===== config.mk =====
export PLATFORM = sky130hd
export DESIGN_NAME = zpfc_cell
export DESIGN_NICKNAME = d
export VERILOG_FILES = /design/src/rtl/zpfc_pkg.sv /design/src/rtl/zpfc_cell.sv
export SDC_FILE = /design/constraint.sdc
export NUM_CORES = 1
export LEC_CHECK = 0
export ABC_AREA = 0
export BUFFER_PORTS_ARGS = -buffer_cell sky130_fd_sc_hd__buf_2
export CORE_MARGIN = 5
export CORE_UTILIZATION = 46
export CTS_BUF_LIST = sky130_fd_sc_hd__clkbuf_4 sky130_fd_sc_hd__clkbuf_8
export CTS_CLUSTER_DIAMETER = 30
export CTS_CLUSTER_SIZE = 24
export DETAILED_ROUTE_END_ITERATION = 7
export PLACE_DENSITY = 0.69
export SLEW_MARGIN = 20
export SYNTH_ARGS = -nofsm -noshare
export SYNTH_HDL_FRONTEND = slang
export SYNTH_SLANG_ARGS = --single-unit

===== constraint.sdc =====
create_clock -name clk_i -period 2.7 [get_ports clk_i]
set_input_delay 0.81 -clock clk_i [delete_from_list [all_inputs] [get_ports clk_i]]
set_output_delay 0.81 -clock clk_i [all_outputs]
set_load 0.005 [all_outputs]

===== src/rtl/zpfc_pkg.sv =====
`timescale 1ns / 1ps
// ----------------------------------------------------------------------------
// zpfc_pkg
// Shared widths, register reset values and the item type passed from the
// sample sequencer to the tap cells of the zero-padded FIR correlator.
// ----------------------------------------------------------------------------
package zpfc_pkg;

  // Sample, coefficient and product widths.
  localparam int unsigned SAMPLE_W = 16;
  localparam int unsigned COEFF_W  = 16;
  localparam int unsigned PROD_W   = SAMPLE_W + COEFF_W;
  localparam int unsigned FRAC_W   = 15;

  // Configuration register file.
  localparam int unsigned NREGS     = 7;
  localparam int unsigned CFG_IDX_W = 3;

  typedef logic signed [COEFF_W-1:0] coeff_t;

  // Reset values: a unit impulse on the centre tap.
  localparam coeff_t COEFF_RESET [NREGS] = '{
    16'sd0, 16'sd0, 16'sd0, 16'sd32767, 16'sd0, 16'sd0, 16'sd0
  };

  // One step of the filter: a real or zero-padding sample with its tags.
  typedef struct packed {
    logic                       valid;
    logic signed [SAMPLE_W-1:0] value;
    logic                       emit;   // this step completes an output point
    logic                       last;   // final step of the signal
  } feed_t;

endpackage


===== src/rtl/zpfc_cell.sv =====
`timescale 1ns / 1ps
// ----------------------------------------------------------------------------
// zpfc_cell
// One tap of the transposed FIR chain. It registers the product of its
// coefficient with the broadcast sample, then adds it to the partial sum
// handed over by its neighbour and keeps the result for the next cell.
// ----------------------------------------------------------------------------
module zpfc_cell import zpfc_pkg::*; #(
  parameter int unsigned ACC_W = 35
) (
  input  logic                       clk_i,
  input  logic                       rst_ni,
  input  logic                       load_i,
  input  logic signed [SAMPLE_W-1:0] x_i,
  input  coeff_t                     coeff_i,
  input  logic                       shift_i,
  input  logic                       clear_i,
  input  logic signed [ACC_W-1:0]    sum_i,
  output logic signed [ACC_W-1:0]    sum_o
);

  logic signed [PROD_W-1:0] prod_q;
  logic signed [ACC_W-1:0]  sum_q, sum_d;

  // Product stage.
  always_ff @(posedge clk_i) begin
    if (load_i) begin
      prod_q <= x_i * coeff_i;
    end
  end

  // Partial sum stage; cleared at the end of a signal.
  assign sum_d = clear_i ? '0 : (ACC_W'(prod_q) + sum_i);

  always_ff @(posedge clk_i or negedge rst_ni) begin
    if (!rst_ni) begin
      sum_q <= '0;
    end else if (shift_i) begin
      sum_q <= sum_d;
    end
  end

  assign sum_o = sum_q;

endmodule


==> summary.txt, run 1 <==
Run status
  – Run status: finished, violations left
  – Violated checks: negative setup slack

Routing
  – Final WL: 35500 µm
  – Avg WL per Cell: 16.2 µm
  – First DRT Iteration DRCs: 645
  – Via density: 5.01
  – Vias: 11000
  – Residual DRC: 0
  – Post-route ant nets: 0
  – DRT Pass-1 Iters: 6

Setup path
  – Crit Path Category: input pin to register
  – Crit end category: register
  – Most frequent CP cell: fa_1
  – Crit start category: input pin
  – Crit path launch: x_i[4]
  – R2R depth: 10
  – Crit path required time: 2.79 ns
  – Crit path cell chain: buf_6 -> buf_4 -> buf_4 -> and2_1 -> fa_1 -> fa_1 -> fa_1 -> fa_1 -> fa_1 -> inv_1 -> fa_1 -> inv_1 -> ha_4 -> buf_4 -> a21o_1 -> a21oi_2 -> a32oi_1 -> o211ai_1 -> a31oi_1 -> mux2i_1 -> o211ai_1
  – Setup slack, reg-to-reg: -0.28 ns
  – R2R Path Start: prod_q[0]
  – Critical Path Max Stage Delay: 0.54 ns
  – Worst Path Arrival: 6.10 ns
  – Largest delay share family, worst path: adder cells
  – Worst r2r dst: sum_o[30]
  – CP bufs+invs: 6
  – Worst-path maximum fanout: 6
  – Slowest CP cell: fa_1

Worst hold path
  – Min-Delay Startpoint: sum_o[2]
  – Worst hold path stage count: 1
  – Hold crit path type: register to register
  – Worst Hold Path EP: sum_o[2]

Global route
  – Gr ovfl total: 0
  – First-pass GRT wire length: 58700 µm
  – Initial antenna violation count: 0
  – Vias in the first global route: 11900
  – Total Routing Usage GR: 21.3%
  – Largest net degree at the start of global routing: 36

CTS
  – Worst-skew pair later-pin latency: 0.35 ns
  – Clock slew at reported path FFs: 0.07 ns
  – CTS Sinks: 67
  – Total CTS buffers: 9
  – Clock root cell: clkbuf_8
  – H-Tree Depth: 3
  – CTS max path bufs: 2
  – CTS tree: done

Yosys
  – Yosys warns: 0
  – Synthesized area: 13800 µm²
  – Mapped Cells: 1456
  – Asr flop ratio synth: 52.2%
  – Synth top cells by count: inv_1, fa_1, nand2_1, and2_1, ha_1
  – Leading area contributor after synthesis: fa_1
  – Sequential area share after synthesis: 13.3%
  – Count leader, synth: inv_1
  – Syn nets: 1907
  – Synth area leaders: fa_1, ha_1, inv_1
  – Synth top area share: 38.2%
  – Average size of a mapped cell: 9.47 µm²
  – Most used DFF post-synth: dfrtp_1
  – Post-synth EDFFs: 32
  – Unique masters post-synth: 67
  – Yosys reg bits: 67

Floorplanning
  – IO Count: 107
  – Row count: 63
  – DIE HEIGHT: 183 µm
  – Die ar.: 33600 µm²
  – Core Footprint: 29600 µm²
  – Die X: 183 µm
  – Starting Density: 46.5%

Flow run
  – MaxCap Viol Count: 0

Timing
  – Max-slew violation count: 0
  – Final Hold Vio Count: 0
  – Min setup slack post-route: -3.31 ns
  – Slew margin rel.: 49.1%
  – Setup TNS: -76.00 ns
  – Fin crit period: 6.01 ns
  – Unrepaired setup endpoints after global routing: yes
  – Final setup vio count: 42
  – Peak Freq: 166 MHz
  – Final period util: 223%
  – Setup Skew: 0.00838 ns
  – Worst slew pin tran: 0.764 ns
  – Hold slack final: 0.484 ns

Placed design
  – Dpl ws: -3.90 ns
  – Port Buffer Count: 106
  – Placer Congestion: 0.923
  – Detailed placement HPWL: 30500 µm

Final layout
  – Area Growth Syn to Fin: 32.9%
  – Share of cells above drive strength 1: 32.3%
  – Antenna Cells: 0
  – Filler cell count: 2428
  – Area of the multi-input gates: 11600 µm²
  – Sequential Area: 1840 µm²
  – Fin nets: 2256
[kinds of logic (layout without fill, tap and decap cells)]
family / count (synthesis) / after routing / synth area share (%)
compound gates: 205 / 205 / 10.5
xor+xnor: 58 / 58 / 3.68
fa+ha+maj: 379 / 379 / 48.7
buf+inv: 363 / 717 / 9.88
flops: 67 / 67 / 13.3
mux: 1 / 1 / 0.0726
simple gates: 383 / 383 / 13.9
[sequential cells by signal (all words and copies together), names as in the netlist]
register	cells
sum_o	35
prod_q	32
[worst max path at each step]
stage | end | cells after the start
final | prod_q[30] | 21
after global routing | prod_q[31] | 21
after CTS | prod_q[30] | 22
after detailed placement | prod_q[31] | 20
after global placement | prod_q[31] | 20
after floorplan | prod_q[31] | 22
[per-layer routing]
layer | part of all wire, % | track usage, % | routed length, µm
met5 | 0 | 0 | 0
met4 | 1.1 | 3.49 | 387
met3 | 5.5 | 2.14 | 1940
met2 | 48 | 36.0 | 17000
met1 | 46 | 30.5 | 16200
[metrics by stage]
step | instances | util (%) | cell area [µm²]
final | 2200 | 61.8 | 18300
after global routing | 2200 | 61.8 | 18300
after CTS | 2179 | 59.8 | 17700
after detailed placement | 2149 | 57.1 | 16900
after global placement | 2149 | 57.1 | 16900
after floorplan | 1456 | - | 14500
[cell type report]
class                      instances  share of cell area, %
timing repair buffer             378                   16.2
clock inverter                     3                 0.0819
sequential                        67                   10.0
tap                              390                   2.66
clock buffer                      13                  0.874
multi-input combinational       1026                   63.5
inverter                         323                   6.65
[worst reg2reg max path: stages (launching register included)]
cell and delay, ns:
edfxtp_1 0.45, ha_4 0.20, fa_2 0.40, a211oi_2 0.22, o211ai_1 0.14, a31o_2 0.26
a211oi_4 0.31, nor3_2 0.09, o31a_1 0.25, or3_1 0.30, a32o_1 0.25
[placed cells by master, fill, tap and decap left out, types with 9 or more instances in the layout]
cell type / n
nor2b_1: 12
fa_2: 12
fa_1: 251
nand2_1: 134
a21oi_1: 35
ha_4: 32
edfxtp_1: 32
nor2_1: 36
dfrtp_1: 35
ha_1: 80
a21o_1: 13
xnor2_1: 39
buf_2: 83
and2_4: 26
nor3_1: 11
xor2_1: 14
inv_2: 26
and2_1: 97
buf_6: 57
nand2b_1: 12
a22o_1: 21
nand3_1: 9
a21oi_2: 14
buf_4: 223
inv_1: 294
clkbuf_8: 10
o21ai_0: 21
[what timing repair did]
item,CTS,global route
gates resized for setup,131,114
hold buffers,0,0
buffers inserted,14,23
endpoints found under the setup margin,42,46
cloned,0,1
pin swaps,64,80
Power of run 1 is not shown: default switching activity piles up to over one toggle a cycle in this logic, so the estimate is an artifact.
==> run 2: changes to the inputs <==
- SKIP_LAST_GASP: unset -> 1
==> run 2 against run 1 <==
Net effect: first-iteration DRC count up 4.3%; setup slack got worse by 0.0031 ns; non-clock buffer count rose by 6; sequential cell count is the same; critical path type unchanged; the run still ends with negative setup slack left; cell count is 0.27% higher; core utilization about the same; final area about the same; via count increased by 0.48%; die area is the same; highest routed layer unchanged; worst hold slack improved by 0.00068 ns; maximum frequency about the same; largest cell class unchanged; global-route usage barely moved.
==> summary.txt, run 2 (synthesis results as in run 1) <==
Routing
  – Avg WL per Cell: 16.2 µm (about the same)
  – Residual DRC: 0 (unchanged)
  – Post-route ant nets: 0 (unchanged)
  – Final WL: 35700 µm (was 35500 µm)
  – DRT Pass-1 Iters: 5 (was 6)
  – Vias: 11100 (was 11000)
  – First DRT Iteration DRCs: 673 (was 645)
  – Via density: 5.02 (was 5.01)

CTS
  – CTS max path bufs: 2 (unchanged)
  – CTS Sinks: 67 (unchanged)
  – Clock root cell: clkbuf_8 (unchanged)
  – H-Tree Depth: 3 (unchanged)
  – Total CTS buffers: 9 (unchanged)
  – Clock slew at reported path FFs: 0.07 ns (about the same)
  – Hold Buf Count CTS: 0 (unchanged)
  – CTS tree: done (unchanged)
  – Worst-skew pair later-pin latency: 0.35 ns (about the same)

Run status
  – Run status: finished, violations left (unchanged)
  – Violated checks: negative setup slack (unchanged)

Setup path
  – Worst-path maximum fanout: 5 (was 6)
  – Crit path required time: 2.80 ns (was 2.79 ns)
  – Setup slack, reg-to-reg: -0.28 ns (about the same)
  – Worst Path Arrival: 6.11 ns (was 6.10 ns)
  – R2R depth: 10 (unchanged)
  – Worst r2r dst: sum_o[30] (unchanged)
  – Setup crit end: prod_q[31] (was prod_q[30])
  – Crit start category: input pin (unchanged)
  – Crit end category: register (unchanged)
  – R2R Path Start: prod_q[0] (unchanged)
  – Crit path launch: x_i[5] (was x_i[4])
  – Crit Path Category: input pin to register (unchanged)

Final layout
  – Fin nets: 2262 (was 2256)
  – Share of cells above drive strength 1: 32.1% (was 32.3%)
  – Design Area, Final: 18300 µm² (about the same)
  – Antenna Cells: 0 (unchanged)
  – Most frequent cells in the layout: inv_1, fa_1, buf_4 (unchanged)
  – Filler cell count: 2418 (was 2428)
  – Sequential Area: 1840 µm² (unchanged)
  – Most common cell after layout, fill and taps aside: inv_1 (unchanged)
  – Area of the multi-input gates: 11600 µm² (about the same)
  – Max reg flops: 35 (unchanged)
  – Fin util: 61.9% (was 61.8%)
  – Area Growth Syn to Fin: 32.9% (about the same)

Timing
  – Final setup vio count: 41 (was 42)
  – Unrepaired setup endpoints after global routing: yes (unchanged)
  – Fin crit period: 6.01 ns (about the same)
  – Peak Freq: 166 MHz (about the same)
  – Min setup slack post-route: -3.31 ns (about the same)
  – Final Hold Vio Count: 0 (unchanged)
  – Final period util: 223% (about the same)
  – Slew margin rel.: 49.3% (was 49.1%)
  – Setup Skew: 0.00924 ns (was 0.00838 ns)
  – Max-slew violation count: 0 (unchanged)
  – Worst slew pin tran: 0.761 ns (was 0.764 ns)
  – Hold slack final: 0.485 ns (was 0.484 ns)

Floorplanning
  – Die X: 183 µm (unchanged)
  – DIE HEIGHT: 183 µm (unchanged)
  – Die ar.: 33600 µm² (unchanged)
  – Starting Density: 46.5% (unchanged)
  – Core Footprint: 29600 µm² (unchanged)
  – Row count: 63 (unchanged)
  – IO Count: 107 (unchanged)

Global route
  – Initial antenna violation count: 0 (unchanged)
  – Gr ovfl total: 0 (unchanged)
  – Total Routing Usage GR: 21.3% (about the same)
  – First-pass GRT wire length: 58700 µm (about the same)
  – Vias in the first global route: 11900 (about the same)
  – Largest net degree at the start of global routing: 36 (unchanged)

Placed design
  – Detailed placement HPWL: 30500 µm (unchanged)
  – Placer Congestion: 0.923 (unchanged)
  – Placed cell areas: 16900 µm² (unchanged)
  – Port Buffer Count: 106 (unchanged)

Flow run
  – MaxCap Viol Count: 0 (unchanged)

Worst hold path
  – Worst hold path stage count: 1 (unchanged)
  – Hold crit path type: register to register (unchanged)
==> run 2: changes by cell type in the layout (fill, tap and decap cells not counted), sizes merged <==
cell,delta
buf,+5
clkbuf,+1
==> run 2: per-layer routing <==
| metal | wire length, µm | share of wire, % | vias up | track usage (%) |
|---|---|---|---|---|
| li1 | - | - | 5256 | - |
| met1 | 16300 | 46 | 5479 | 30.5 |
| met2 | 17200 | 48 | 323 | 35.9 |
| met3 | 1900 | 5.3 | 22 | 2.16 |
| met4 | 282 | 0.79 | 0 | 3.43 |
| met5 | 0 | 0 | - | 0 |
==> run 2: critical path: stages <==
cell       delay (ns)
buf_6            0.11
and2_4           0.16
fa_1             0.55
inv_2            0.05
fa_1             0.54
inv_2            0.04
fa_1             0.46
fa_1             0.52
fa_1             0.49
inv_1            0.05
fa_1             0.48
inv_2            0.04
ha_4             0.15
or3_4            0.39
o21ai_4          0.09
o22ai_2          0.14
o311a_4          0.35
o41ai_4          0.27
o2111ai_1        0.16
a21oi_1          0.17
xnor2_1          0.09
==> run 2: repair_timing <==
action                                  4_1_cts  5_1_grt
endpoints found under the setup margin       42       46
pin swaps                                    62       89
setup buffers                                14       30
hold endpoints to repair                      0        0
resized for setup                           120      117
cloned                                        0        1
==> run 2: area by class of cell <==
| type | count | share of cell area (%) |
|---|---|---|
| Multi-Input combinational cell | 1026 | 63.3 |
| Timing Repair Buffer | 384 | 16.4 |
| Sequential cell | 67 | 10.0 |
| Inverter | 323 | 6.63 |
| Tap cell | 390 | 2.66 |
| Clock buffer | 13 | 0.874 |
| Clock inverter | 3 | 0.0819 |
==> run 2: how the worst min path moves through the flow <==
stage	startpoint	end	slack, ns
floorplan	sum_o[27]	sum_o[27]	0.47
global placement	sum_o[24]	sum_o[24]	0.46
detailed placement	sum_o[2]	sum_o[2]	0.47
CTS	sum_o[2]	sum_o[2]	0.49
global route	sum_o[21]	sum_o[21]	0.51
finish	sum_o[2]	sum_o[2]	0.49
==> run 2: per-stage QoR <==
stage               setup WS [ns]  TNS [ns]  instances
floorplan                   -3.49    -73.56       1456
global placement            -3.76    -94.02       2149
detailed placement          -3.90    -97.14       2149
CTS                         -3.34    -74.30       2179
global route                -3.52    -80.42       2206
finish                      -3.31    -75.17       2206
Power of run 2 is left out for the same reason.
