$ cat config.mk
export PLATFORM = sky130hd
export DESIGN_NAME = zpfc_feed
export DESIGN_NICKNAME = d
export VERILOG_FILES = /design/src/rtl/zpfc_pkg.sv /design/src/rtl/zpfc_feed.sv
export SDC_FILE = /design/constraint.sdc
export NUM_CORES = 1
export LEC_CHECK = 0
export ABC_AREA = 1
export ABC_CLOCK_PERIOD_IN_PS = 1600
export BUFFER_PORTS_ARGS = -buffer_cell sky130_fd_sc_hd__buf_2
export CAP_MARGIN = 40
export CORE_AREA = 2 2 39 41
export CTS_BUF_LIST = sky130_fd_sc_hd__clkbuf_4 sky130_fd_sc_hd__clkbuf_8 sky130_fd_sc_hd__clkbuf_16
export CTS_CLUSTER_SIZE = 16
export DETAILED_ROUTE_END_ITERATION = 8
export DIE_AREA = 0 0 41 43
export GPL_TIMING_DRIVEN = 0
export PLACE_DENSITY = 0.85
export SYNTH_ARGS = -nofsm -noshare
export SYNTH_HDL_FRONTEND = slang
export SYNTH_SLANG_ARGS = --single-unit
$ cat constraint.sdc
create_clock -name clk_i -period 1.6 [get_ports clk_i]
set_input_delay 0.4 -clock clk_i [delete_from_list [all_inputs] [get_ports clk_i]]
set_output_delay 0.4 -clock clk_i [all_outputs]
set_load 0.01 [all_outputs]
$ cat src/rtl/zpfc_pkg.sv
`timescale 1ns / 1ps
// ----------------------------------------------------------------------------
// zpfc_pkg
// Shared widths, register reset values and the item type passed from the
// sample sequencer to the tap cells of the zero-padded FIR correlator.
// ----------------------------------------------------------------------------
package zpfc_pkg;

  // Sample, coefficient and product widths.
  localparam int unsigned SAMPLE_W = 16;
  localparam int unsigned COEFF_W  = 16;
  localparam int unsigned PROD_W   = SAMPLE_W + COEFF_W;
  localparam int unsigned FRAC_W   = 15;

  // Configuration register file.
  localparam int unsigned NREGS     = 7;
  localparam int unsigned CFG_IDX_W = 3;

  typedef logic signed [COEFF_W-1:0] coeff_t;

  // Reset values: a unit impulse on the centre tap.
  localparam coeff_t COEFF_RESET [NREGS] = '{
    16'sd0, 16'sd0, 16'sd0, 16'sd32767, 16'sd0, 16'sd0, 16'sd0
  };

  // One step of the filter: a real or zero-padding sample with its tags.
  typedef struct packed {
    logic                       valid;
    logic signed [SAMPLE_W-1:0] value;
    logic                       emit;   // this step completes an output point
    logic                       last;   // final step of the signal
  } feed_t;

endpackage

$ cat src/rtl/zpfc_feed.sv
`timescale 1ns / 1ps
// ----------------------------------------------------------------------------
// zpfc_feed
// Turns accepted samples into filter steps. It counts samples up to HALF to
// know when an output point is complete, and after the final sample it
// inserts HALF zero samples while holding off the input channel.
// ----------------------------------------------------------------------------
module zpfc_feed import zpfc_pkg::*; #(
  parameter int unsigned HALF = 3
) (
  input  logic                       clk_i,
  input  logic                       rst_ni,
  input  logic                       in_valid_i,
  output logic                       in_stall_o,
  input  logic signed [SAMPLE_W-1:0] sample_i,
  input  logic                       final_sample_i,
  input  logic                       ready_i,
  output feed_t                      feed_o,
  output logic                       take_o
);

  localparam int unsigned CNT_W = (HALF > 0) ? $clog2(HALF + 1) : 1;
  localparam logic [CNT_W-1:0] HALF_C = CNT_W'(HALF);
  localparam logic [CNT_W-1:0] ONE_C  = CNT_W'(1);

  logic [CNT_W-1:0] fill_q, fill_d;
  logic [CNT_W-1:0] flush_q, flush_d;
  logic             flushing;
  logic [CNT_W-1:0] fill_inc;

  assign flushing = (flush_q != '0);

  // Build the current step from the input or from the flush counter.
  always_comb begin
    feed_o.valid = flushing || in_valid_i;
    feed_o.value = flushing ? '0 : sample_i;
    feed_o.emit  = (fill_q >= HALF_C);
    if (flushing) begin
      feed_o.last = (flush_q == ONE_C);
    end else begin
      feed_o.last = final_sample_i && (HALF == 0);
    end
  end

  assign in_stall_o = flushing || !ready_i;
  assign take_o     = feed_o.valid && ready_i;
  assign fill_inc   = (fill_q < HALF_C) ? fill_q + ONE_C : fill_q;

  // Sample count and flush counter.
  always_comb begin
    fill_d  = fill_q;
    flush_d = flush_q;
    if (take_o) begin
      if (feed_o.last) begin
        fill_d  = '0;
        flush_d = '0;
      end else if (flushing) begin
        fill_d  = fill_inc;
        flush_d = flush_q - ONE_C;
      end else begin
        fill_d = fill_inc;
        if (final_sample_i) begin
          flush_d = HALF_C;
        end
      end
    end
  end

  always_ff @(posedge clk_i or negedge rst_ni) begin
    if (!rst_ni) begin
      fill_q  <= '0;
      flush_q <= '0;
    end else begin
      fill_q  <= fill_d;
      flush_q <= flush_d;
    end
  end

endmodule

==> impl_results.md, run 1 <==
* Initial antenna violation count at 0
* Unique masters post-synth at 12
* P_leak at 0.5987 nW
* Critical path, cell by cell: inv_2 > ha_4 > buf_6 > nand2_1 > inv_1 > buf_6
* CTS H-tree depth at 1
* Global-route wire length before repair at 1.697 mm
* Most frequent CP cell: buf_6
* Worst-Skew Late Latency at 0.23 ns
* Max-cap violation count at 0
* CP delay by family, top: buffers and inverters
* Mean Syn Cell Area at 5.922 sq um
* Violated checks: negative setup slack
* Overall Global Routing Usage at 13.82%
* DRT iter0 DRCs at 10
* Post-Synthesis Cells at 75
* Worst Setup Path Type: register to output port
* Worst Setup Start Kind: register
* Post-route DRC at 0
* Final setup violation count at 16
* CTS clk-pin slew, worst paths at 0.03 ns
* Largest net degree at the start of global routing at 8
* Final Cell Area at 930.9 sq um
* Status: finished, violations left
* Syn-to-layout area delta at 109.6%
* Initial Util at 32.10%
* Final Net Count at 155
* Top cell type by total area after synthesis: nand2_1
* FF+latch count, synth at 4
* Number of global-route vias before repair at 481
* Die area at 0.001763 sq mm
* Max-Slew Margin vs Limit at 89.15%
* Final hold violation count at 0
* RePlAce Congestion at 0.6986
* CTS tree: done
* ANT nets after route at 0
* Die height at 43 um
* Via density at 4.306
* Cell Rows at 14
* CTS buffer count at 3
* Critical path arrival at 1.25 ns
* Slew @ Worst Pin at 0.1625 ns
* Max Fclk at 604.6 MHz
* Worst setup margin at -0.05395 ns
* Synth warn at 0
* Post-DP Area at 669.4 sq um
* Diode count at 0
* Tcrit/Tclk final at 103.4%
* Port Buffer Count at 41
* CP required at 1.20 ns
* Synth top area cells: nand2_1 (24%), dfrtp_1 (23%), inv_1 (21%), ha_1 (11%), nand2_8 (4.5%)
* Die W at 41 um
* # clock sinks at 4
* Syn Std Cell Area at 444.2 sq um
* R2R Setup Slk at 0.33 ns
* Worst VDD drop at 0.9340 mV
* Max FO, Critical Path at 5
* WP buf/inv at 4
* Routed length per instance at 10.02 um
* Final Critical Period at 1.654 ns
* Dpl hpwl at 967.4 um
* Slowest stage cell, crit path: dfrtp_1
* Min-Delay Path Class: register to register
* DRT Wirelength at 1.443 mm
* Io pins at 42
* Final Skew at 0.0006005 ns
* Post-synth top area share at 23.66%
* Global route overflow at 0
* Power per Cell Area at 1747 mW/mm^2
* Fillers at 110
* Drt pass-1 iters at 3
* Clk root buf: clkbuf_4
* Fin. max-slew vios at 0
* Unrepaired setup endpoints after global routing: true
* Post-Syn Nets at 100
* Seq/Total Area, Yosys at 22.54%
* Share of post-route cells with drive strength above 1 at 69.53%
* Crit. End Element: output port
* Final setup TNS at -0.4119 ns
* Clock buffer depth at 2
* Hold_ws at 0.4823 ns
* Routed vias at 620
* Slowest cell delay on critical path at 0.38 ns
* Core Region at 0.001384 sq mm
[cells in the mapped netlist]
cell     count
buf_4        1
buf_6        1
dfrtp_1      4
ha_1         4
inv_1       25
nand2_1     28
nand2_2      1
nand2_8      1
nand3_1      2
nand4_1      3
nor2_1       4
nor2_2       1
[flip-flops by register name, indices dropped and copies added, names as in the netlist]
signal,cells
flush_q,2
fill_q,2
[power by group]
part,leakage [nW],internal [mW],total (mW),switching [mW]
logic,0.535,0.662,1.32,0.662
clock network,0.0138,0.0835,0.119,0.0358
registers,0.0495,0.151,0.184,0.0322
total,0.599,0.897,1.63,0.730
[metal layers]
layer | part of all wire (%) | routed length (um) | up-vias | global-route usage (%)
met2 | 46 | 670 | 37 | 25.94
met1 | 41 | 587 | 267 | 12.42
met4 | 0 | 0 | 0 | 8.000
met5 | 0 | 0 | - | 0
li1 | - | - | 316 | -
met3 | 13 | 184 | 0 | 2.094
[through the flow]
step | utilization (%) | cells | power (mW) | worst slack (ns)
after floorplan | - | 75 | 0.7534 | 0.1669
after global placement | 48.37 | 132 | 0.9865 | 0.03842
after detailed placement | 48.37 | 132 | 1.017 | 0.01007
after CTS | 61.39 | 145 | 1.447 | -0.08563
after global routing | 67.27 | 144 | 1.766 | -0.1220
final | 67.27 | 144 | 1.626 | -0.05395
[timing repair]
item                                    4_1_cts  5_1_grt
endpoints found under the setup margin       18       19
hold buffers                                  1        0
endpoints found under the hold margin         4        0
gates cloned                                  1        0
resized for setup                            28       25
buffers inserted                              8        0
pin swaps                                    11        4
[layout make-up]
cell class | instances | area (sq um) | share of cell area, %
Buffer | 1 | 11.26 | 1.210
Clock buffer | 3 | 22.52 | 2.419
Inverter | 25 | 93.84 | 10.08
Multi-Input combinational cell | 44 | 311.5 | 33.47
Sequential cell | 4 | 100.1 | 10.75
Tap cell | 16 | 20.02 | 2.151
Timing Repair Buffer | 51 | 371.6 | 39.92
[cell usage in the layout, fill, tap and decap left out, types with 2 or more instances in the layout]
master / Yosys / routed
nand2_2: 1 / 15
buf_6: 1 / 16
inv_2: 0 / 14
nand4_1: 3 / 3
inv_1: 25 / 11
ha_4: 0 / 3
nand2_1: 28 / 13
nand3_1: 2 / 2
clkbuf_4: 0 / 3
buf_4: 1 / 7
dfrtp_1: 4 / 4
nor2_1: 4 / 4
buf_2: 0 / 28
[logic make-up after synthesis]
group / share of synthesized area (%)
flops: 22.54
simple gates: 40.85
buf+inv: 25.35
fa+ha+maj: 11.27
[worst paths after layout]
path	from	to	depth (start not counted)
worst max-delay path	flush_q[0]$_DFFE_PN0P_	feed_o[3]	6
worst min-delay path	fill_q[1]$_DFFE_PN0P_	fill_q[1]$_DFFE_PN0P_	2
worst max register to register	flush_q[0]$_DFFE_PN0P_	fill_q[0]$_DFFE_PN0P_	8
worst min register to register	fill_q[1]$_DFFE_PN0P_	fill_q[1]$_DFFE_PN0P_	2
max in group asynchronous	rst_ni	flush_q[1]$_DFFE_PN0P_	2
min in group asynchronous	rst_ni	fill_q[1]$_DFFE_PN0P_	2
[worst reg2reg max path, stage by stage (launching register included)]
cell and delay [ns]:
dfrtp_1 0.38, inv_2 0.09, ha_4 0.19, nand2_8 0.07, buf_4 0.14, buf_4 0.13
nand3_1 0.08, nand2_1 0.06, nand2_1 0.07
Power figures use the tool's default switching activity.
==> run 2, diff against run 1 <==
Settings changed: ABC_CLOCK_PERIOD_IN_PS 1600 to 1300, CORE_AREA 2 2 39 41 to default, CORE_MARGIN from default to 2, CORE_UTILIZATION from default to 31, DIE_AREA 0 0 41 43 to default, PLACE_DENSITY 0.85 to 0.83.
Clock period 1.6 ns to 1.3 ns, I/O delays scaled along.
==> impl_results.md, run 2 (synthesis gave the netlist of run 1 again) <==
* Status: finished, violations left (unchanged)
* Violated checks: negative setup slack (unchanged)
* Reg2reg start: flush_q[1]$_DFFE_PN0P_ (was flush_q[0]$_DFFE_PN0P_)
* Initial Util at 33.71% (was 32.10%)
* Slew @ Worst Pin at 0.2127 ns (was 0.1625 ns)
* Worst setup margin at -0.2742 ns (was -0.05395 ns)
* Share of post-route cells with drive strength above 1 at 68.99% (was 69.53%)
* Final Critical Period at 1.574 ns
* Post-route DRC at 0 (unchanged)
* Max Fclk at 635.2 MHz
* Initial antenna violation count at 0 (unchanged)
* Drt pass-1 iters at 4 (was 3)
* Io pins at 42 (unchanged)
* Top Registers: fill_q: 2 flops, flush_q: 2 flops (unchanged)
* Number of global-route vias before repair at 599 (was 481)
* CTS clk-pin slew, worst paths at 0.03 ns (about the same)
* Worst-Skew Late Latency at 0.23 ns (about the same)
* CP Launch Point: flush_q[1]$_DFFE_PN0P_ (was flush_q[0]$_DFFE_PN0P_)
* Clock buffer depth at 2 (unchanged)
* Min-Delay Path Class: input pin to asynchronous set/reset pin (was register to register)
* Routed vias at 622 (was 620)
* Seq pwr share at 10.7% (was 11.3%)
* P_leak at 0.6188 nW (was 0.5987 nW)
* Finished Core Util at 73.31% (was 67.27%)
* Die W at 41.85 um (was 41 um)
* Internal at 1.168 mW (was 0.8966 mW)
* Worst VDD drop at 1.200 mV (was 0.9340 mV)
* Worst Setup Path Type: register to output port (unchanged)
* # clock sinks at 4 (unchanged)
* Die height at 41.85 um (was 43 um)
* Core Region at 0.001318 sq mm (was 0.001384 sq mm)
* Psw at 0.9235 mW (was 0.7296 mW)
* Clock network power share at 7.0% (was 7.3%)
* Sw Share at 44.15% (was 44.87%)
* DRT iter0 DRCs at 5 (was 10)
* Diode count at 0 (unchanged)
* DRT Wirelength at 1.507 mm (was 1.443 mm)
* Routed length per instance at 10.47 um (was 10.02 um)
* CTS tree: done (unchanged)
* Overall Global Routing Usage at 18.28% (was 13.82%)
* Global-route wire length before repair at 2.511 mm (was 1.697 mm)
* Power per Cell Area at 2166 mW/mm^2 (was 1747 mW/mm^2)
* Die area at 0.001751 sq mm (was 0.001763 sq mm)
* Clk root buf: clkbuf_4 (unchanged)
* Port Buffer Count at 41 (unchanged)
* Max-Slew Margin vs Limit at 85.82% (was 89.15%)
* Comb power frac at 82.3% (was 81.4%)
* CTS H-tree depth at 1 (unchanged)
* Final Skew at 0.0002810 ns (was 0.0006005 ns)
* Most common cell after layout, fill and taps aside: buf_2 (unchanged)
* Largest net degree at the start of global routing at 8 (unchanged)
* CP required at 0.98 ns (was 1.20 ns)
* Final setup violation count at 22 (was 16)
* ANT nets after route at 0 (unchanged)
* RePlAce Congestion at 0.8177 (was 0.6986)
* Via density at 4.319 (was 4.306)
* Final hold violation count at 0 (unchanged)
* Tcrit/Tclk final at 121.1%
* Max FO, Critical Path at 7 (was 5)
* Hold_ws at 0.4227 ns (was 0.4823 ns)
* Cell Rows at 13 (was 14)
* Final setup TNS at -4.581 ns (was -0.4119 ns)
* Syn-to-layout area delta at 117.5% (was 109.6%)
* CTS buffer count at 3 (unchanged)
* Global route overflow at 0 (unchanged)
* Dpl hpwl at 904.2 um (was 967.4 um)
* Critical path arrival at 1.25 ns (about the same)
* Max-cap violation count at 0 (unchanged)
* Crit. End Element: output port (unchanged)
* Most frequent cells in the layout: buf_2 (27), buf_6 (19), nand2_1 (17), inv_2 (14), inv_1 (11) (was buf_2 (28), buf_6 (16), nand2_2 (15), inv_2 (14), nand2_1 (13))
* Unrepaired setup endpoints after global routing: true (unchanged)
* Fin. max-slew vios at 0 (unchanged)
* Final Net Count at 156 (was 155)
* Worst Setup Start Kind: register (unchanged)
-- run 2: cell types whose count changed in the layout (fill, tap and decap cells not counted), sizes merged --
cell	delta
buf	+1
-- run 2: power by group through the flow --
stage | clock, mW | combinational [mW] | sequential [mW]
6_report | 0.146 | 1.72 | 0.224
5_1_grt | 0.159 | 1.89 | 0.229
4_1_cts | 0.156 | 1.58 | 0.220
3_5_place_dp | 0 | 1.09 | 0.227
3_3_place_gp | 0 | 1.06 | 0.223
2_1_floorplan | 0 | 0.778 | 0.220
-- run 2: path summary, 6_finish.rpt --
check / cells past startpoint / slack [ns] / to
worst max-delay path: 6 / -0.27 / feed_o[7]
worst min register to register: 2 / 0.49 / flush_q[1]$_DFFE_PN0P_
worst max register to register: 9 / -0.02 / fill_q[0]$_DFFE_PN0P_
min in group clk_i: 3 / 0.46 / fill_q[1]$_DFFE_PN0P_
worst min-delay path: 2 / 0.42 / fill_q[0]$_DFFE_PN0P_
max in group asynchronous: 2 / 0.76 / flush_q[0]$_DFFE_PN0P_
-- run 2: metrics by stage --
step                total power [mW]  area, sq um  setup WS (ns)  instances
global route                   2.279        965.9        -0.3466        144
finish                         2.092        965.9        -0.2742        144
CTS                            1.959        909.6        -0.2831        143
global placement               1.286        684.4        -0.1306        131
floorplan                     0.9978        460.4       0.004742         75
detailed placement             1.321        684.4        -0.1624        131
-- run 2: repair_timing --
item | 4_1_cts | 5_1_grt
cloned | 1 | 0
setup buffers | 8 | 1
setup endpoints to repair | 21 | 23
hold endpoints to repair | 4 | 0
hold buffers | 1 | 0
pin swaps | 9 | 4
gates resized for setup | 29 | 14
-- run 2: routing by layer --
layer / share of wire, % / vias up / global-route usage (%)
li1: - / 316 / -
met1: 39 / 269 / 18.64
met2: 48 / 37 / 32.19
met3: 12 / 0 / 6.957
met4: 0 / 0 / 9.032
met5: 0 / - / 0
-- run 2: final cells by class --
type                       count  area, sq um
timing repair buffer          52        392.9
fill                          88        351.6
tap                           15        18.77
sequential                     4        100.1
clock buffer                   3        22.52
inverter                      25        93.84
multi-input combinational     44        326.6
buffer                         1        11.26
-- run 2: worst max-delay path, stage by stage, from the launching register on --
cell and delay, ns:
dfrtp_1 0.38, inv_2 0.09, ha_4 0.21, buf_6 0.14
nand2_1 0.06, inv_2 0.05, buf_6 0.09
